File: config.mk
export PLATFORM = sky130hd
export DESIGN_NAME = command_frame_receiver_core_flat
export DESIGN_NICKNAME = d
export VERILOG_FILES = /design/src/sv/cfr_pkg.sv /design/src/sv/cfr_if.sv /design/src/sv/command_frame_receiver_core.sv /design/src/sv/cfr_parser.sv /design/src/flat_wrapper.sv
export SDC_FILE = /design/constraint.sdc
export NUM_CORES = 1
export LEC_CHECK = 0
export ABC_AREA = 1
export BUFFER_PORTS_ARGS = -buffer_cell sky130_fd_sc_hd__buf_2
export CORE_AREA = 2 2 148 150
export DETAILED_ROUTE_END_ITERATION = 10
export DIE_AREA = 0 0 150 152
export MAX_ROUTING_LAYER = met4
export PLACE_DENSITY_LB_ADDON = 0.08
export SLEW_MARGIN = 20
export SYNTH_ARGS = -nofsm -noshare
export SYNTH_HDL_FRONTEND = slang
export SYNTH_SLANG_ARGS = --single-unit
export TNS_END_PERCENT = 100
File: constraint.sdc
create_clock -name clk_i -period 3.05 [get_ports clk_i]
set_clock_uncertainty 0.05 [all_clocks]
set_input_delay 0.305 -clock clk_i [delete_from_list [all_inputs] [get_ports clk_i]]
set_output_delay 0.305 -clock clk_i [all_outputs]
set_load 0.1 [all_outputs]
File: src/sv/cfr_pkg.sv
// Package: shared types and codes of the command frame receiver.
package cfr_pkg;

  typedef enum logic [3:0] {
    PH_IDLE    = 4'd0,
    PH_CMD_LO  = 4'd1,
    PH_CMD_HI  = 4'd2,
    PH_FLAG    = 4'd3,
    PH_LEN_LO  = 4'd4,
    PH_LEN_HI  = 4'd5,
    PH_PAYLOAD = 4'd6,
    PH_CHECK   = 4'd7,
    PH_END     = 4'd8
  } phase_e;

  typedef enum logic [3:0] {
    ROLE_START    = 4'd0,
    ROLE_CMD_LO   = 4'd1,
    ROLE_CMD_HI   = 4'd2,
    ROLE_FLAG     = 4'd3,
    ROLE_LEN_LO   = 4'd4,
    ROLE_LEN_HI   = 4'd5,
    ROLE_PAYLOAD  = 4'd6,
    ROLE_CHECKSUM = 4'd7,
    ROLE_NONE     = 4'd8
  } role_e;

  typedef enum logic [2:0] {
    ST_BUSY      = 3'd0,
    ST_OK        = 3'd1,
    ST_BAD_START = 3'd2,
    ST_BAD_SUM   = 3'd3,
    ST_BAD_END   = 3'd4,
    ST_TOO_LONG  = 3'd5,
    ST_TIMEOUT   = 3'd6
  } status_e;

  // Configuration register indexes
  localparam logic [1:0] REG_START_BYTE = 2'd0;
  localparam logic [1:0] REG_END_BYTE   = 2'd1;
  localparam logic [1:0] REG_WAIT_LIMIT = 2'd2;

  localparam logic [7:0]  START_BYTE_RST = 8'h02;
  localparam logic [7:0]  END_BYTE_RST   = 8'h03;
  localparam logic [15:0] WAIT_LIMIT_RST = 16'd3000;

  // Bytes of a frame that are not payload
  localparam logic [16:0] FRAME_OVERHEAD = 17'd8;
  localparam logic [15:0] ELAPSED_MAX    = 16'hFFFF;

  typedef struct packed {
    logic [7:0]  start_byte;
    logic [7:0]  end_byte;
    logic [15:0] wait_limit_ms;
  } cfg_t;

  typedef struct packed {
    logic [7:0]  out_byte;
    logic [3:0]  byte_role;
    logic [15:0] command;
    logic [7:0]  frame_flag;
    logic [15:0] payload_length;
    logic        frame_done;
    logic [2:0]  status;
  } res_t;

endpackage

File: src/sv/cfr_if.sv
// Interfaces: input, result and configuration channels.
interface cfr_in_if;
  logic       valid;
  logic       ready;
  logic       func;
  logic [7:0] rx_byte;

  modport source (output valid, func, rx_byte, input ready);
  modport sink   (input valid, func, rx_byte, output ready);
endinterface

interface cfr_out_if;
  logic        valid;
  logic        ready;
  logic [7:0]  out_byte;
  logic [3:0]  byte_role;
  logic [15:0] command;
  logic [7:0]  frame_flag;
  logic [15:0] payload_length;
  logic        frame_done;
  logic [2:0]  status;

  modport source (output valid, out_byte, byte_role, command, frame_flag, payload_length,
                  frame_done, status, input ready);
  modport sink   (input valid, out_byte, byte_role, command, frame_flag, payload_length,
                  frame_done, status, output ready);
endinterface

interface cfr_cfg_if;
  logic        valid;
  logic        ready;
  logic [1:0]  index;
  logic [15:0] data;

  modport source (output valid, index, data, input ready);
  modport sink   (input valid, index, data, output ready);
endinterface

File: src/sv/command_frame_receiver_core.sv
// An accepted item goes through the input reg, then the result reg.
// Throughput: one item per cycle unless stalled; one-pass state update per item.
// The result register frees the input side while a finished result waits downstream.
// Reset (rst_ni, async low): parser idle, fields and counters zero, registers to
// start 0x02, end 0x03, timeout 3000 ticks. No clearing pass; ready right after reset.
// Config writes are always taken (ready high); index 3 is ignored.
module command_frame_receiver_core #(
  parameter int MAX_FRAME = 64
) (
  input  logic   clk_i,
  input  logic   rst_ni,
  cfr_in_if.sink    in_i,
  cfr_out_if.source out_o,
  cfr_cfg_if.sink   cfg_i
);
  import cfr_pkg::*;

  // Configuration registers
  cfg_t cfg_q;

  assign cfg_i.ready = 1'b1;

  always_ff @(posedge clk_i or negedge rst_ni) begin
    if (!rst_ni) begin
      cfg_q.start_byte    <= START_BYTE_RST;
      cfg_q.end_byte      <= END_BYTE_RST;
      cfg_q.wait_limit_ms <= WAIT_LIMIT_RST;
    end else if (cfg_i.valid) begin
      case (cfg_i.index)
        REG_START_BYTE: cfg_q.start_byte    <= cfg_i.data[7:0];
        REG_END_BYTE:   cfg_q.end_byte      <= cfg_i.data[7:0];
        REG_WAIT_LIMIT: cfg_q.wait_limit_ms <= cfg_i.data;
        default: ;
      endcase
    end
  end

  // Input register
  logic       in_valid_q;
  logic       in_func_q;
  logic [7:0] in_byte_q;
  // Result register
  logic       out_valid_q;
  res_t       out_res_q;
  res_t       res;
  logic       advance;  // result slot free or being drained
  logic       step;     // item in input reg goes through the parser

  assign advance    = !out_valid_q || out_o.ready;
  assign step       = in_valid_q && advance;
  assign in_i.ready = !in_valid_q || advance;

  always_ff @(posedge clk_i or negedge rst_ni) begin
    if (!rst_ni) begin
      in_valid_q <= 1'b0;
    end else if (in_i.ready) begin
      in_valid_q <= in_i.valid;
    end
  end

  always_ff @(posedge clk_i) begin
    if (in_i.valid && in_i.ready) begin
      in_func_q <= in_i.func;
      in_byte_q <= in_i.rx_byte;
    end
  end

  cfr_parser #(
    .MAX_FRAME(MAX_FRAME)
  ) u_parser (
    .clk_i (clk_i),
    .rst_ni(rst_ni),
    .step_i(step),
    .func_i(in_func_q),
    .byte_i(in_byte_q),
    .cfg_i (cfg_q),
    .res_o (res)
  );

  always_ff @(posedge clk_i or negedge rst_ni) begin
    if (!rst_ni) begin
      out_valid_q <= 1'b0;
    end else if (advance) begin
      out_valid_q <= in_valid_q;
    end
  end

  always_ff @(posedge clk_i) begin
    if (step) out_res_q <= res;
  end

  assign out_o.valid          = out_valid_q;
  assign out_o.out_byte       = out_res_q.out_byte;
  assign out_o.byte_role      = out_res_q.byte_role;
  assign out_o.command        = out_res_q.command;
  assign out_o.frame_flag     = out_res_q.frame_flag;
  assign out_o.payload_length = out_res_q.payload_length;
  assign out_o.frame_done     = out_res_q.frame_done;
  assign out_o.status         = out_res_q.status;

endmodule

File: src/sv/cfr_parser.sv
// Frame parser: phase machine, captured fields, checksum and timeout count.
module cfr_parser #(
  parameter int MAX_FRAME = 64
) (
  input  logic          clk_i,
  input  logic          rst_ni,
  input  logic          step_i,
  input  logic          func_i,
  input  logic [7:0]    byte_i,
  input  cfr_pkg::cfg_t cfg_i,
  output cfr_pkg::res_t res_o
);
  import cfr_pkg::*;

  localparam int          SeenW    = $clog2(MAX_FRAME);
  localparam logic [16:0] MaxFrame = 17'(MAX_FRAME);

  phase_e            phase_q, phase_d;
  logic [SeenW-1:0]  seen_q, seen_d, seen_inc;
  logic [15:0]       len_q, len_d;
  logic [15:0]       cmd_q, cmd_d;
  logic [7:0]        flag_q, flag_d;
  logic [7:0]        sum_q, sum_d;
  logic [15:0]       elapsed_q, elapsed_d;
  logic [3:0]        role;
  logic [2:0]        status;
  logic              done;

  assign seen_inc = seen_q + SeenW'(1);

  always_comb begin
    phase_d   = phase_q;
    seen_d    = seen_q;
    len_d     = len_q;
    cmd_d     = cmd_q;
    flag_d    = flag_q;
    sum_d     = sum_q;
    elapsed_d = elapsed_q;
    role      = ROLE_NONE;
    status    = ST_BUSY;
    done      = 1'b0;
    if (func_i) begin
      if (phase_q != PH_IDLE) begin
        if (elapsed_q != ELAPSED_MAX) elapsed_d = elapsed_q + 16'd1;
        if (elapsed_d >= cfg_i.wait_limit_ms) begin
          done    = 1'b1;
          status  = ST_TIMEOUT;
          phase_d = PH_IDLE;
        end
      end
    end else begin
      unique case (phase_q)
        PH_IDLE: begin
          if (byte_i == cfg_i.start_byte) begin
            role      = ROLE_START;
            phase_d   = PH_CMD_LO;
            seen_d    = '0;
            len_d     = '0;
            cmd_d     = '0;
            flag_d    = '0;
            sum_d     = '0;
            elapsed_d = '0;
          end else begin
            done   = 1'b1;
            status = ST_BAD_START;
          end
        end
        PH_CMD_LO: begin
          role    = ROLE_CMD_LO;
          cmd_d   = {8'h00, byte_i};
          sum_d   = sum_q + byte_i;
          phase_d = PH_CMD_HI;
        end
        PH_CMD_HI: begin
          role    = ROLE_CMD_HI;
          cmd_d   = {byte_i, cmd_q[7:0]};
          sum_d   = sum_q + byte_i;
          phase_d = PH_FLAG;
        end
        PH_FLAG: begin
          role    = ROLE_FLAG;
          flag_d  = byte_i;
          sum_d   = sum_q + byte_i;
          phase_d = PH_LEN_LO;
        end
        PH_LEN_LO: begin
          role    = ROLE_LEN_LO;
          len_d   = {8'h00, byte_i};
          sum_d   = sum_q + byte_i;
          phase_d = PH_LEN_HI;
        end
        PH_LEN_HI: begin
          role   = ROLE_LEN_HI;
          len_d  = {byte_i, len_q[7:0]};
          sum_d  = sum_q + byte_i;
          seen_d = '0;
          if (({1'b0, len_d} + FRAME_OVERHEAD) > MaxFrame) begin
            done    = 1'b1;
            status  = ST_TOO_LONG;
            phase_d = PH_IDLE;
          end else if (len_d == 16'd0) begin
            phase_d = PH_CHECK;
          end else begin
            phase_d = PH_PAYLOAD;
          end
        end
        PH_PAYLOAD: begin
          role   = ROLE_PAYLOAD;
          sum_d  = sum_q + byte_i;
          seen_d = seen_inc;
          if (16'(seen_inc) >= len_q) phase_d = PH_CHECK;
        end
        PH_CHECK: begin
          role    = ROLE_CHECKSUM;
          sum_d   = sum_q + byte_i;
          phase_d = PH_END;
        end
        default: begin
          done = 1'b1;
          if (byte_i != cfg_i.end_byte) status = ST_BAD_END;
          else if (sum_q != 8'h00)      status = ST_BAD_SUM;
          else                          status = ST_OK;
          phase_d = PH_IDLE;
        end
      endcase
    end
  end

  always_ff @(posedge clk_i or negedge rst_ni) begin
    if (!rst_ni) begin
      phase_q   <= PH_IDLE;
      seen_q    <= '0;
      len_q     <= '0;
      cmd_q     <= '0;
      flag_q    <= '0;
      sum_q     <= '0;
      elapsed_q <= '0;
    end else if (step_i) begin
      phase_q   <= phase_d;
      seen_q    <= seen_d;
      len_q     <= len_d;
      cmd_q     <= cmd_d;
      flag_q    <= flag_d;
      sum_q     <= sum_d;
      elapsed_q <= elapsed_d;
    end
  end

  assign res_o.out_byte       = func_i ? 8'h00 : byte_i;
  assign res_o.byte_role      = role;
  assign res_o.command        = cmd_d;
  assign res_o.frame_flag     = flag_d;
  assign res_o.payload_length = len_d;
  assign res_o.frame_done     = done;
  assign res_o.status         = status;

endmodule
File: src/flat_wrapper.sv
// flat-port wrapper written by rule: the top's interface ports become plain ports
module command_frame_receiver_core_flat import cfr_pkg::*;
#(
  parameter int MAX_FRAME = 64
)
  (clk_i, rst_ni, in_i_valid, in_i_func, in_i_rx_byte, in_i_ready, out_o_valid, out_o_out_byte, out_o_byte_role, out_o_command, out_o_frame_flag, out_o_payload_length, out_o_frame_done, out_o_status, out_o_ready, cfg_i_valid, cfg_i_index, cfg_i_data, cfg_i_ready);
  cfr_in_if in_i_i ();
  cfr_out_if out_o_i ();
  cfr_cfg_if cfg_i_i ();
  input  logic clk_i;
  input  logic rst_ni;
  input wire logic [$bits(in_i_i.valid)-1:0] in_i_valid;
  input wire logic [$bits(in_i_i.func)-1:0] in_i_func;
  input wire logic [$bits(in_i_i.rx_byte)-1:0] in_i_rx_byte;
  output wire logic [$bits(in_i_i.ready)-1:0] in_i_ready;
  output wire logic [$bits(out_o_i.valid)-1:0] out_o_valid;
  output wire logic [$bits(out_o_i.out_byte)-1:0] out_o_out_byte;
  output wire logic [$bits(out_o_i.byte_role)-1:0] out_o_byte_role;
  output wire logic [$bits(out_o_i.command)-1:0] out_o_command;
  output wire logic [$bits(out_o_i.frame_flag)-1:0] out_o_frame_flag;
  output wire logic [$bits(out_o_i.payload_length)-1:0] out_o_payload_length;
  output wire logic [$bits(out_o_i.frame_done)-1:0] out_o_frame_done;
  output wire logic [$bits(out_o_i.status)-1:0] out_o_status;
  input wire logic [$bits(out_o_i.ready)-1:0] out_o_ready;
  input wire logic [$bits(cfg_i_i.valid)-1:0] cfg_i_valid;
  input wire logic [$bits(cfg_i_i.index)-1:0] cfg_i_index;
  input wire logic [$bits(cfg_i_i.data)-1:0] cfg_i_data;
  output wire logic [$bits(cfg_i_i.ready)-1:0] cfg_i_ready;
  assign in_i_i.valid = in_i_valid;
  assign in_i_i.func = in_i_func;
  assign in_i_i.rx_byte = in_i_rx_byte;
  assign in_i_ready = in_i_i.ready;
  assign out_o_valid = out_o_i.valid;
  assign out_o_out_byte = out_o_i.out_byte;
  assign out_o_byte_role = out_o_i.byte_role;
  assign out_o_command = out_o_i.command;
  assign out_o_frame_flag = out_o_i.frame_flag;
  assign out_o_payload_length = out_o_i.payload_length;
  assign out_o_frame_done = out_o_i.frame_done;
  assign out_o_status = out_o_i.status;
  assign out_o_i.ready = out_o_ready;
  assign cfg_i_i.valid = cfg_i_valid;
  assign cfg_i_i.index = cfg_i_index;
  assign cfg_i_i.data = cfg_i_data;
  assign cfg_i_ready = cfg_i_i.ready;
  command_frame_receiver_core #(.MAX_FRAME(MAX_FRAME)) u_core (.clk_i(clk_i), .rst_ni(rst_ni), .in_i(in_i_i), .out_o(out_o_i), .cfg_i(cfg_i_i));
endmodule
-- Yosys cells after proc, flatten, opt, wreduce, memory -nomap -nowiden
Cells that the tools add are included.
- RAM bits: 0
- bits in registers: 173
- word-level logic and storage cells: 114
- bits in read-only memories: 0
- latch bits: 0
- memories kept: 0
- add/subtract/negate cells: 4
- divide/modulo/power cells: 0
- equality and inequality tests: 17
- order comparisons: 3
- multiplexer cells: 44
- multiply operators: 0
- shift operators: 0
- reduce and logical (&&, ||, !) cells: 24
- bitwise gates (word level): 1
- operator list (operator ; count):
    $mux 16 ; 11
    $pmux 16 s3 ; 2
    $pmux 4 s8 ; 2
    $pmux 8 s2 ; 2
    $mux 4 ; 6
    $mux 8 ; 3
    $mux 3 ; 6
    $pmux 6 s3 ; 1
    $add 16x4->17 const B ; 1
    $gt 17x7->1 const B ; 1
    $add 16x1->16 const B ; 1
    $eq 4x3->1 const B ; 4
    $ge 16x16->1 ; 1
    $ge 6x16->1 ; 1
    $logic_not 16->1 ; 1
    $ne 16x16->1 const B ; 1
    $reduce_and 4->1 ; 3
    $pmux 3 s3 ; 1
    $add 8x8->8 ; 1
    $eq 4x2->1 const B ; 2
    $eq 8x8->1 ; 1
    $ne 8x8->1 ; 1
    $reduce_bool 8->1 ; 1
    $reduce_or 7->1 ; 1
    other kinds (22) ; 38

-- Logic depth before layout (Yosys ltp)
- depth in word-level cells: 8
- gate-level depth with buffers: 24
- gate-level depth less buffers: 24

-- By module
Synthesis repeated with hierarchy kept, for this count alone.
- cell total of the unflattened synthesis: 1031
- area total of the unflattened synthesis: 9221.3 um^2
- modules (own cells, without submodules) (module ; cells each ; instances ; area each (um^2)):
    cfr_parser ; 810 ; 1 ; 5778.0
    command_frame_receiver_core ; 221 ; 1 ; 3443.3

-- Worst setup path before layout
OpenSTA, ideal clock, no wires.
- path type: reg-to-reg
- from: reg u_core.out_valid_q (netlist: u_core.out_o.valid)
- to: reg u_core.in_byte_q[0], enable pin
- arrival time: 2.380 ns
- path slack: 0.336 ns
- cell stages (with the launch flop): 4
- period minus slack after synthesis: 2.714 ns
- cells stage by stage: dfrtp_1 -> nand3_1 -> nand2_1 -> inv_1
- longest elaborated chain between the ends: 4
- RTL lines (what ; line ; RTL):
    start, declared ; command_frame_receiver_core.sv:43 ; logic out_valid_q;
    start signal, assigned ; command_frame_receiver_core.sv:84 ; out_valid_q <= in_valid_q;
    $logic_not 1->1 ; command_frame_receiver_core.sv:49 ; assign advance = !out_valid_q || out_o.ready;
    $logic_or 1x1->1 ; command_frame_receiver_core.sv:49 ;
    $logic_or 1x1->1 ; command_frame_receiver_core.sv:51 ; assign in_i.ready = !in_valid_q || advance;
    via in_i_ready ; flat_wrapper.sv:15 ; output wire logic [$bits(in_i_i.ready)-1:0] in_i_ready;
    $logic_and 1x1->1 ; command_frame_receiver_core.sv:62 ; if (in_i.valid && in_i.ready) begin
    end signal, assigned ; command_frame_receiver_core.sv:64 ; in_byte_q <= in_i.rx_byte;
    end, declared ; command_frame_receiver_core.sv:41 ; logic [7:0] in_byte_q;
The timed path passes the listed nets, and every way through them passes these cells.
A chain may end at the register's enable or synchronous reset.

-- Worst setup path after layout
- from: reg u_core.u_parser.elapsed_q[3]
- to: reg u_core.u_parser.phase_q[0]
- longest elaborated chain between the ends: 7
- elaborated cells between the ends (all ways): 8
- those cells by class: 1 x add/sub; 1 x order compare; 2 x eq/ne; 3 x mux; 1 x reduce/logical
- RTL lines (what ; line ; RTL):
    start, declared ; cfr_parser.sv:24 ; logic [15:0] elapsed_q, elapsed_d;
    start signal, assigned ; cfr_parser.sv:145 ; elapsed_q <= elapsed_d;
    $add 16x1->16 or $ne 16x16->1 (tied branches) ; cfr_parser.sv:44 ; if (elapsed_q != ELAPSED_MAX) elapsed_d = elapsed_q + 16'd1;
    $mux 16 (*) ; cfr_parser.sv:44 ;
    $mux 16 (*) ; cfr_parser.sv:43 ; if (phase_q != PH_IDLE) begin
    $mux 16 (*) ; cfr_parser.sv:42 ; if (func_i) begin
    $ge 16x16->1 (*) ; cfr_parser.sv:45 ; if (elapsed_d >= cfg_i.wait_limit_ms) begin
    $ne 2x2->1 (no source line) (*) ; -- ;
    $reduce_and 5->1 (no source line) (*) ; -- ;
    end signal, assigned ; cfr_parser.sv:139 ; phase_q <= phase_d;
    end, declared ; cfr_parser.sv:18 ; phase_e phase_q, phase_d;
Every way passes the cells marked *; elsewhere a longest branch is shown, timed or not. The select of a mux whose other input is x is not followed.

==> out/metrics.cfg <==
[pwr]
power_leakage_nw=5.22
powerDensity_mw_per_mm2=818
vdd_ir_drop_max_mv=0.390

[timing]
fmax_mhz=337
tightest_slew_ps=722
hold_viol_final=0
slew-limit-headroom=0.519
drv_slew=0
grt_setup_unrepaired=true
min_period_ps=2970
finalSetupTns_ps=0
min_period_over_period=0.974
finalSetupViolations=0

[clock_network]
numCtsBuffers=17
cts_root_buffer=clkbuf_16
cts_tree=built
ctsLongestPathBuffers=2
clk_latency_ps=430
htreeDepth=4
clk_pin_slew_ps=70
clock-sinks=173

[hold_path]
hp-class=input port to flop
min-delay-start=in_i_rx_byte[1]

[detailed_routing]
route.detailed.drc=0
drtIter0Drc=299
firstDrtPassIters=6
vias=6832
drt_wl_total_um=20800
vias_per_cell=4.76
drtAntennaViolNets=0
routedWlPerCell_um=14.5

[die]
die_height_um=152
initial_core_util=0.413
rows=54
dieArea_mm2=0.0228
die_w_um=150
boundaryPins=91
design.core.area_mm2=0.0214

[logic_synthesis]
synth_cell_type_count=43
synth_area_per_cell_um2=8.74
synth_compound_area_frac=0.0855
synth_top_family_by_area=simple AND/OR/NAND/NOR gates
yosys.area_share.simple=0.237
syn-num-nets=1074
synth_xor_area_frac=0.0308
synth_fa_ha_area_frac=0.0476
syn_inst=1009
yosys_warnings=0
ys_ff_latch=173
netlist_area_mm2=0.00882
synth_mux_area_frac=0
synth-seq-area-share=0.529

[critical_path]
crit_type=flop to flop
cp_common_cell=nand2_4
slowest_delay_ps=410
crit_path_cell_trace=nand2_1, nor2_2, nand2_2, nor2_4, nand3_2, nor2_4, inv_2, nand2_2, xor2_2, inv_2, ha_4, nand4_1, nor3_2, buf_4, nand3_2, nand3_4, nand2_4, nand2_4, nand2_4, nand2_1, o21ai_0
critPathRequiredTime_ps=3310
critPathBufInv=3
critPathLaunch=u_core.u_parser.elapsed_q[3]
cp_data_arrival_time_ps=3230
critical_path.top_delay_family=simple AND/OR/NAND/NOR gates
rr_startpoint=u_core.u_parser.elapsed_q[3]
worst_setup_path_end_kind=flop
cp-start-kind=flop
cp_max_fo=8
critPathSlowestCell=dfrtp_1

[layout]
drive_above_1_share=0.215
design_area_mm2=0.0107
num-fill-cells=2092
fin_nets=1206
insertedDiodeCount=0
syn_to_final_growth_pct=20.9
final_core_util=0.500

[global_route]
track_usage=0.194
grt_pass1_wl_um=33700
grt_max_degree=59
antenna_found_initial=0
grt.overflow.total=0
grt_pass1_vias=6584

[outcome]
status=completed

[place]
gp_congestion=0.830
dpl.hpwl_um=14700
dpl_cell_area_mm2=0.00974
io_buffer_count=89

[job]
drv_cap=0

-- kinds of logic after synthesis --
group	after synthesis
XOR/XNOR	31
other	1
adder cells (fa/ha/maj)	33
AND/OR/NAND/NOR	480
buffers and inverters	156
AO/OA/AOI/OAI	135
flip-flops	173
-- cells in the final DEF (no fill, tap or decap), types with 3 or more instances in the layout --
cell type / instances
o22ai_1: 21
xor2_1: 13
a22o_1: 3
xnor2_1: 15
a21oi_2: 3
nor3_2: 3
nor2_4: 7
clkbuf_16: 17
dlygate4sd3_1: 9
o21ai_2: 3
a21oi_1: 17
inv_6: 4
nor3_1: 7
o21ai_0: 58
buf_2: 88
nand3_1: 38
edfxtp_1: 65
o21ai_1: 24
inv_1: 126
nand2_2: 26
clkinv_2: 5
dfrtp_1: 98
nor2_2: 8
ha_1: 28
inv_2: 7
nand3_2: 3
nand4_1: 13
xor2_2: 3
dfstp_2: 10
ha_4: 4
buf_4: 35
nand2_1: 305
nand2_4: 4
nor2_1: 57
-- per-stage QoR --
step | cells | worst slack, ps | total power, mW | hold slack [ps]
2_1_floorplan | 1009 | 336 | 5.71 | -40.6
4_1_cts | 1427 | 26.2 | 8.65 | 4.00
6_report | 1434 | 80.7 | 8.73 | 18.3
5_1_grt | 1434 | -105 | 9.28 | 3.31
3_5_place_dp | 1386 | -118 | 6.42 | 360
3_3_place_gp | 1386 | -19.9 | 6.40 | 364
-- synthesized netlist by cell type, drive strengths merged --
cell	count	area, um^2
nor4	1	6.26
dfstp	10	263
nand2	337	1360
o31ai	1	7.51
xor2	16	140
xnor2	15	131
nor3	11	66.3
clkbuf	11	41.3
edfxtp	65	1950
a22o	3	26.3
o21ai	85	429
clkinv	2	8.75
o211ai	2	28.8
nor2	74	355
fa	1	20.0
ha	32	400
a21oi	20	104
o21bai	1	7.51
dfrtp	98	2450
buf	10	67.6
a21o	1	7.51
nand4	13	81.3
o22ai	22	144
nand3	42	210
or2	2	12.5
inv	133	499
conb	1	3.75
-- registers in the layout, summed over array words and instances (netlist names), 4 cells and up --
name                         cells
u_core.cfg_q                    32
u_core.u_parser.phase_q          4
u_core.u_parser.len_q           16
u_core.u_parser.elapsed_q       16
u_core.out_o.command            16
u_core.out_o.payload_length     16
u_core.in_byte_q                 8
u_core.u_parser.flag_q           8
u_core.out_o.out_byte            8
u_core.out_o.byte_role           4
u_core.u_parser.seen_q           6
u_core.u_parser.sum_q            8
u_core.out_o.frame_flag          8
u_core.u_parser.cmd_q           16
-- final cells by class --
| type | count | area (um^2) | share of cell area |
|---|---|---|---|
| clock inverters | 13 | 155 | 0.0145 |
| well taps | 280 | 350 | 0.0328 |
| flip-flops and latches | 173 | 4670 | 0.437 |
| clock buffers | 19 | 433 | 0.0406 |
| inverters | 135 | 509 | 0.0477 |
| repair buffers | 134 | 825 | 0.0773 |
| multi-input cells | 680 | 3730 | 0.350 |
-- where the power goes --
part | total (mW) | internal, mW | switching, mW
clock network | 2.19 | 1.23 | 0.963
registers | 3.19 | 2.94 | 0.253
logic | 3.35 | 0.940 | 2.41
-- path summary, 6_finish.rpt --
check,end,slack (ps),depth (start not counted)
min in group asynchronous,u_core.cfg_q[22],410,2
min,u_core.in_byte_q[1],20,1
max in group asynchronous,u_core.cfg_q[3],1700,3
min reg2reg,u_core.u_parser.cmd_q[10],430,2
max reg2reg,u_core.u_parser.phase_q[0],80,21
max,u_core.u_parser.phase_q[0],80,21
-- routing by layer --
layer	up-vias	global-route usage	routed length, um
met1	3189	0.264	9970
met3	14	0.0285	603
met5	-	-	0
li1	3508	-	-
met4	0	0.0476	214
met2	121	0.309	10000
-- repair_timing --
action	4_1_cts	5_1_grt
hold buffers	9	0
setup buffers	0	7
resized for setup	4	45
pin swaps	0	20
setup endpoints to repair	7	7
hold endpoints to repair	53	0
(Power assumes the default switching activity.)
